<file path="config.mk">
export PLATFORM = sky130hd
export DESIGN_NAME = simon_32_64_encrypt
export DESIGN_NICKNAME = d
export VERILOG_FILES = /design/src/sv/sim_pkg.sv /design/src/sv/sim_stage.sv /design/src/sv/simon_32_64_encrypt.sv
export SDC_FILE = /design/constraint.sdc
export NUM_CORES = 2
export LEC_CHECK = 0
export BUFFER_PORTS_ARGS = -buffer_cell sky130_fd_sc_hd__clkbuf_2
export CAP_MARGIN = 10
export CORE_MARGIN = 2
export CORE_UTILIZATION = 52
export CTS_CLUSTER_DIAMETER = 60
export DETAILED_ROUTE_END_ITERATION = 12
export PLACE_DENSITY = 0.77
export SYNTH_ARGS = -nofsm -noshare
export SYNTH_HDL_FRONTEND = slang
export SYNTH_SLANG_ARGS = --single-unit
</file>
<file path="constraint.sdc">
create_clock -name i_clk -period 9.3 [get_ports i_clk]
set_clock_uncertainty 0.05 [all_clocks]
set_input_delay 0.465 -clock i_clk [delete_from_list [all_inputs] [get_ports i_clk]]
set_output_delay 0.465 -clock i_clk [all_outputs]
set_load 0.01 [all_outputs]
</file>
<file path="src/sv/sim_pkg.sv">
// shared constants, payload type and round functions for the simon 32/64 encryptor
package sim_pkg;

    localparam int SIM_ROUNDS = 32;
    localparam int SIM_WORD_W = 16;
    localparam int SIM_BLK_W  = 32;
    localparam int SIM_KEY_W  = 64;
    localparam int SIM_Z_PERIOD = 31;

    localparam logic [63:0] SIM_Z0       = 64'h19C3_522F_B386_A45F;
    localparam logic [15:0] SIM_KS_CONST = 16'hfffc;

    // block and evolving key travelling together down the pipeline
    typedef struct packed {
        logic [SIM_BLK_W-1:0] blk;
        logic [SIM_KEY_W-1:0] key;
    } t_sim_data;

    // one feistel round: new left = right ^ f(left) ^ round key
    function automatic logic [SIM_BLK_W-1:0] sim_round(
        input logic [SIM_BLK_W-1:0]  blk,
        input logic [SIM_WORD_W-1:0] rk
    );
        logic [15:0] l;
        logic [15:0] r;
        logic [15:0] f;
        l = blk[31:16];
        r = blk[15:0];
        f = ({l[14:0], l[15]} & {l[7:0], l[15:8]}) ^ {l[13:0], l[15:14]};
        return {r ^ f ^ rk, l};
    endfunction

    // one key schedule step with the z0 bit of this round
    function automatic logic [SIM_KEY_W-1:0] sim_next_key(
        input logic [SIM_KEY_W-1:0] k,
        input logic                 zbit
    );
        logic [15:0] k3;
        logic [15:0] t;
        logic [15:0] nk;
        k3 = k[63:48];
        t  = {k3[2:0], k3[15:3]} ^ k[31:16];
        nk = k[15:0] ^ t ^ {t[0], t[15:1]} ^ {15'd0, zbit} ^ SIM_KS_CONST;
        return {nk, k[63:16]};
    endfunction

endpackage

</file>
<file path="src/sv/sim_stage.sv">
// one pipeline stage: a cipher round, a key schedule step and a skid-free handover
module sim_stage #(
    parameter int ROUND_IDX = 0
) (
    input  logic                i_clk,
    input  logic                i_rst_n,
    input  logic                i_valid,
    input  sim_pkg::t_sim_data  i_data,
    output logic                o_ready,
    output logic                o_valid,
    output sim_pkg::t_sim_data  o_data,
    input  logic                i_ready_next
);
    import sim_pkg::*;

    localparam logic ZBIT = SIM_Z0[ROUND_IDX % SIM_Z_PERIOD];

    logic       r_valid;
    t_sim_data  r_data;
    t_sim_data  n_data;

    // stage may load when empty or when its content moves on
    assign o_ready = !r_valid || i_ready_next;

    // round and key update
    always_comb begin
        n_data.blk = sim_round(i_data.blk, i_data.key[15:0]);
        n_data.key = sim_next_key(i_data.key, ZBIT);
    end

    // valid bit
    always_ff @(posedge i_clk) begin
        if (!i_rst_n) begin
            r_valid <= 1'b0;
        end else if (o_ready) begin
            r_valid <= i_valid;
        end
    end

    // payload, no reset
    always_ff @(posedge i_clk) begin
        if (o_ready && i_valid) begin
            r_data <= n_data;
        end
    end

    assign o_valid = r_valid;
    assign o_data  = r_data;

endmodule

</file>
<file path="src/sv/simon_32_64_encrypt.sv">
// top level of the pipelined simon 32/64 block encryptor
// Simon 32/64 encryptor, one round per pipeline stage: a request is taken every cycle while
// o_stall is low, and its ciphertext leaves through the ROUNDS stage registers (32 by
// default), each holding one feistel round and one key schedule step. The
// 64-bit key is loaded through i_cfg_we / i_cfg_data and travels with each block, so it
// must only be rewritten while no request is in flight. Every stage hands over as soon as
// the next one has room, so bubbles close up and new requests are taken while a finished
// result waits under i_stall.
module simon_32_64_encrypt #(
    parameter int ROUNDS = sim_pkg::SIM_ROUNDS
) (
    input  logic                          i_clk,
    input  logic                          i_rst_n,
    input  logic                          i_cfg_we,
    input  logic [sim_pkg::SIM_KEY_W-1:0] i_cfg_data,
    input  logic                          i_valid,
    output logic                          o_stall,
    input  logic [sim_pkg::SIM_BLK_W-1:0] i_plaintext,
    output logic                          o_valid,
    input  logic                          i_stall,
    output logic [sim_pkg::SIM_BLK_W-1:0] o_ciphertext
);
    import sim_pkg::*;

    logic [SIM_KEY_W-1:0] r_cipher_key;

    logic      w_valid [ROUNDS+1];
    logic      w_ready [ROUNDS+1];
    t_sim_data w_data  [ROUNDS+1];

    // key register
    always_ff @(posedge i_clk) begin
        if (!i_rst_n) begin
            r_cipher_key <= '0;
        end else if (i_cfg_we) begin
            r_cipher_key <= i_cfg_data;
        end
    end

    // pipeline entry
    assign w_valid[0]      = i_valid;
    assign w_data[0].blk   = i_plaintext;
    assign w_data[0].key   = r_cipher_key;
    assign o_stall         = !w_ready[0];

    // round stages
    for (genvar g = 0; g < ROUNDS; g++) begin : g_stage
        sim_stage #(
            .ROUND_IDX (g)
        ) u_stage (
            .i_clk        (i_clk),
            .i_rst_n      (i_rst_n),
            .i_valid      (w_valid[g]),
            .i_data       (w_data[g]),
            .o_ready      (w_ready[g]),
            .o_valid      (w_valid[g+1]),
            .o_data       (w_data[g+1]),
            .i_ready_next (w_ready[g+1])
        );
    end

    // pipeline exit
    assign w_ready[ROUNDS] = !i_stall;
    assign o_valid         = w_valid[ROUNDS];
    assign o_ciphertext    = w_data[ROUNDS].blk;

    // an empty output stage means the whole chain can take a request
    a_free_when_empty: assert property (@(posedge i_clk) disable iff (!i_rst_n)
        !o_valid |-> !o_stall)
        else $error("input stalled although output stage is empty");

    // a stalled input implies the first stage is occupied
    a_stall_needs_full: assert property (@(posedge i_clk) disable iff (!i_rst_n)
        o_stall |-> w_valid[1])
        else $error("input stalled with first stage empty");

    // an accepted request lands in the first stage
    a_accept_loads: assert property (@(posedge i_clk) disable iff (!i_rst_n)
        (i_valid && !o_stall) |=> w_valid[1])
        else $error("accepted request lost at first stage");

    // reset empties the pipeline
    a_reset_clears: assert property (@(posedge i_clk)
        !i_rst_n |=> !o_valid)
        else $error("output valid straight after reset");

endmodule

</file>
Yosys cells after proc, flatten, opt, wreduce, memory -nomap -nowiden
Index checks and enable logic that the tools add are counted.

Output and inout port bits: 34. Flip-flop bits (word level): 3024. Memories: 0. Input port bits: 101. Latch bits: 0. Word-level logic and storage cells: 453. Bits in read-only memories: 0. Memory bits (writable): 0.

Muxes and demuxes: 0. Multipliers: 0. Reduce and logical (&&, ||, !) cells: 98. Bitwise gates (word level): 259. Shifts and indexed selects: 0. Divide/modulo/power cells: 0. Add/sub/neg operators: 0. Eq/ne operators: 0. $lt $le $gt $ge: 0.

Operators with widths (number): $xor 16x16->16 (183); $and 16x16->16 (32); $not 14->14 (29); $logic_not 1->1 (34); $logic_and 1x1->1 (32); $logic_or 1x1->1 (32); $not 1->1 (15).

Logic depth before layout (Yosys ltp)
Word-level depth: 34. Gate-level depth with buffers: 5. Gate-level depth less buffers: 4.

Hierarchy
Synthesis repeated with hierarchy kept, for this count alone.

Cells, all modules: 6032. Area, all modules: 130600.3 µm².

Modules (own cells, without submodules): sim_stage (g_stage[0].u_stage ...) (area each 4003.8 µm², instances 17, cells an instance 182, sequential area each 2902.8 µm²); sim_stage (g_stage[11].u_stage ...) (area each 4005.1 µm², instances 15, cells an instance 182, sequential area each 2902.8 µm²); simon_32_64_encrypt (area each 2458.6 µm², instances 1, cells an instance 208, sequential area each 1281.2 µm²).

Worst setup path before layout
OpenSTA, ideal clock, no wires.

Path type: input to register. Start point: input i_stall. End point: register g_stage[11].u_stage.r_data (netlist bit g_stage[11].u_stage.o_data[0]), enable pin. Arrival time: 7887 ps. Setup time: 698 ps. Data required time: 8552 ps. Slack: 665 ps. Buffers on the path: 0. Stages on the path: 4. Cell sequence: nand4_2 > nor2_2 > and3_1 > a21boi_0.

Word-level cells in the longest chain between the ends: 23.

RTL lines: start, declared (line simon_32_64_encrypt.sv:20) `input logic i_stall,`; $logic_not 1->1 (line simon_32_64_encrypt.sv:63) `assign w_ready[ROUNDS] = !i_stall;`; $logic_or 1x1->1 (21 in series) (line sim_stage.sv:23) `assign o_ready = !r_valid || i_ready_next;`; $logic_and 1x1->1 (line sim_stage.sv:42) `if (o_ready && i_valid) begin`; end signal, assigned (line sim_stage.sv:43) `r_data <= n_data;`; end, declared (line sim_stage.sv:19) `t_sim_data r_data;`.

Every way passes these cells. A chain may end at the register's enable or synchronous reset.

Final worst setup path
Start point: register g_stage[22].u_stage.r_valid. End point: register g_stage[11].u_stage.r_data (netlist bit g_stage[11].u_stage.o_data[78]), enable pin.

Word-level cells in the longest chain between the ends: 14.

RTL lines: start, declared (line sim_stage.sv:18) `logic r_valid;`; start signal, assigned (line sim_stage.sv:36) `r_valid <= i_valid;`; $logic_not 1->1 (line sim_stage.sv:23); $logic_or 1x1->1 (12 in series) (line sim_stage.sv:23); $logic_and 1x1->1 (line sim_stage.sv:42).

Every way passes these cells.

==> key figures <==
Setup path
  • Reg2reg setup slack: 6.00 ns
  • R2r worst-path depth: 5
  • Worst Path Max Fanout: 73
  • Type of origin of the critical path: register
  • Worst r2r src: g_stage[22].u_stage.o_valid
  • CP endpoint kind: register
  • Worst R2R End: g_stage[11].u_stage.o_data[78]
  • Worst setup path class: register to register
  • CP required: 9.73 ns
  • Arrival time worst endpoint: 3.73 ns

Synth
  • Top post-synthesis cells by area: edfxtp_1 74%, xnor2_1 18%, xor2_1 2.8%, nand2_1 1.7%, dfxtp_1 1.6%
  • Cell variety after synth: 38
  • Ys flop type: edfxtp_1
  • Net Count, Synth: 6,791
  • Synth area leader: edfxtp_1
  • Mapped Cells: 6,690
  • Mapped Area: 119,000 µm²
  • Fraction of registers with async set or reset after synthesis: 0
  • Area share of the largest cell type after synthesis: 0.738
  • Seq cells post-synth: 3,008
  • Ys Warns: 0
  • Register area share after synthesis: 0.754
  • Post-synth EDFFs: 2,912
  • Mean Syn Cell Area: 17.7 µm²

Pwr
  • Power Total: 0.0279 W
  • Reg power frac: 0.538
  • Share of power burned in the clock network: 0.438
  • Maximum VDD drop: 0.000148 V
  • Switching share of power: 0.198
  • Sw Pwr: 0.00552 W
  • Combinational Power Share: 0.024
  • Leak: 42.2 nW
  • Power per cell area: 207 nW/µm²
  • Internal power: 0.0224 W

GRT
  • Pin count of the biggest net entering global routing: 97
  • Antenna violations before repair: 10
  • Gr ovfl total: 0
  • Gr usage total: 0.240
  • Vias in the first global route: 56,900
  • First-pass GRT wire length: 396 mm

Route
  • Routed vias/inst: 5.31
  • DRC: 0
  • DR WL/cell: 26.4 µm
  • Routed WL: 278 mm
  • DRT Pass-1 Iters: 7
  • Drt first-iter violations: 6,784
  • Antenna viol nets, final: 0
  • Via count: 56,000

Clocking
  • Post-cts sizing count: 0
  • Cts bufs inserted: 313
  • TritonCTS clock tree: built
  • Clk sink count: 3,008
  • Worst-path clk slew: 0.06 ns
  • Hold_buf cts: 135
  • Clk_lat worst skew: 0.94 ns
  • Root Buffer: clkbuf_16
  • Postcts setup bufs: 0
  • Clk buf depth: 4
  • Htree depth: 5

Min path
  • Hold path start: i_plaintext[13]
  • Sink of the worst hold path: g_stage[0].u_stage.o_data[93]
  • Hold depth: 4
  • Min-delay worst type: primary input to register

STA
  • Post-route setup slack: 6.00 ns
  • Minimum clock period: 3.30 ns
  • RSZ-0062 raised after global routing: no
  • Final hold viol count: 0
  • Max transition margin: 0.177
  • Setup TNS: 0 ns
  • Worst-Margin Slew: 1.24 ns
  • Tcrit/Tclk final: 0.355
  • Max-slew violation count: 0
  • Max Freq: 0.303 GHz
  • Final Setup Violations: 0

Final layout
  • Fin nets: 7,393
  • Area delta synth->final: 13.7%
  • Post-Layout Cell Count: 10,500
  • Layout cells sized above 1: 0.0866
  • Layout fillers: 15,600

Placement
  • Placed cells: 9,850
  • Pre-CTS setup slack: 5.97 ns
  • HPWL after DPL: 206 mm
  • Port-buffer cells: 134
  • Routability cong.: 0.943

Floorplan
  • Io pins: 135
  • Die Footprint: 232,000 µm²
  • Initial Utilization: 0.522
  • Row cnt: 175
  • Core area: 227,000 µm²
  • Overall die width: 481 µm
  • Die H: 481 µm

Run
  • Max Cap Viol: 0

Status
  • Status: completed
==> registers in the layout (all words and copies together), names as in the netlist <==
| signal | count |
|---|---|
| g_stage.u_stage.o_valid | 32 |
| g_stage.u_stage.o_data | 2912 |
| r_cipher_key | 64 |
==> per-stage QoR <==
stage           util  area, µm²  hold slack (ns)
2_1_floorplan      -     119000            0.350
3_3_place_gp   0.544     123000            0.351
3_5_place_dp   0.544     123000            0.355
4_1_cts        0.593     135000          0.00356
5_1_grt        0.594     135000           0.0690
6_report       0.594     135000           0.0876
==> how the worst max path moves through the flow <==
stage / from / to / slack, ns / cells past startpoint
after floorplan: i_stall / g_stage[11].u_stage.o_data[0] / 0.67 / 4
after global placement: i_stall / g_stage[11].u_stage.o_data[95] / 6.07 / 6
after detailed placement: i_stall / g_stage[11].u_stage.o_data[87] / 5.97 / 6
after CTS: g_stage[31].u_stage.o_valid / o_stall / 5.98 / 4
after global routing: g_stage[22].u_stage.o_valid / g_stage[11].u_stage.o_data[80] / 5.85 / 5
final: g_stage[22].u_stage.o_valid / g_stage[11].u_stage.o_data[78] / 6.00 / 5
==> cell type report <==
class	instances	area, µm²	area share
inverter	5	18.8	0.000139
clock inverter	173	1700	0.0126
sequential	3008	89400	0.663
multi-input combinational	3658	29300	0.218
tap	3009	3760	0.0279
timing repair buffer	306	2320	0.0172
antenna	7	17.5	0.000130
clock buffer	371	8260	0.0613
==> worst max-delay path: stages (launching register included) <==
cell      delay [ns]
dfxtp_1         0.37
and4_1          0.33
and2_1          0.25
and3_1          0.28
a21boi_4        0.68
buf_4           0.85
==> cell usage after synthesis, types with 5 or more instances <==
cell type,instances
inv_1,5
and2_1,10
buf_2,6
edfxtp_1,2912
a21boi_0,9
and3_1,6
nand2_1,537
nand3_1,7
mux2i_1,64
xnor2_1,2502
o21ai_0,7
nor2b_1,77
xor2_1,378
dfxtp_1,96
clkbuf_1,12
o21a_1,18
==> cell usage in the layout, fill, tap and decap left out, drive strengths merged, types with 5 or more instances in the layout <==
cell	n
edfxtp	2912
xnor2	2502
nand2	537
clkbuf	503
xor2	378
dlygate4sd3	135
clkinv	123
dfxtp	96
nor2b	77
mux2i	64
buf	39
bufinv	31
o21a	18
inv	15
a21boi	12
and2	10
clkinvlp	9
nand3	8
o21ai	8
diode	7
and3	6
nor3	6
and4	5
nand4	5
==> power by group through the flow <==
| stage | Sequential [W] | Clock, W | Combinational (W) |
|---|---|---|---|
| CTS | 0.0150 | 0.0124 | 0.000655 |
| global route | 0.0150 | 0.0129 | 0.000718 |
| floorplan | 0.0152 | 0 | 0.000468 |
| global placement | 0.0153 | 0 | 0.000584 |
| finish | 0.0150 | 0.0122 | 0.000667 |
| detailed placement | 0.0153 | 0 | 0.000601 |
==> routing by layer <==
metal / part of all wire / routed length [µm] / vias up / GRT usage
li1: - / - / 24800 / -
met1: 0.36 / 101000 / 28100 / 0.294
met2: 0.51 / 143000 / 2528 / 0.419
met3: 0.077 / 21300 / 586 / 0.0440
met4: 0.046 / 12700 / 0 / 0.0999
met5: 0 / 0 / - / 0
==> cells by family after synthesis <==
group,after synthesis,synth area share
xor gates and xnor gates,2880,0.213
AOI/OAI and AO/OA,51,0.00301
DFF,3008,0.754
buffers and inverters,24,0.000823
and+or+nand+nor,663,0.0240
muxes,64,0.00540
Power figures use the tool's default switching activity.
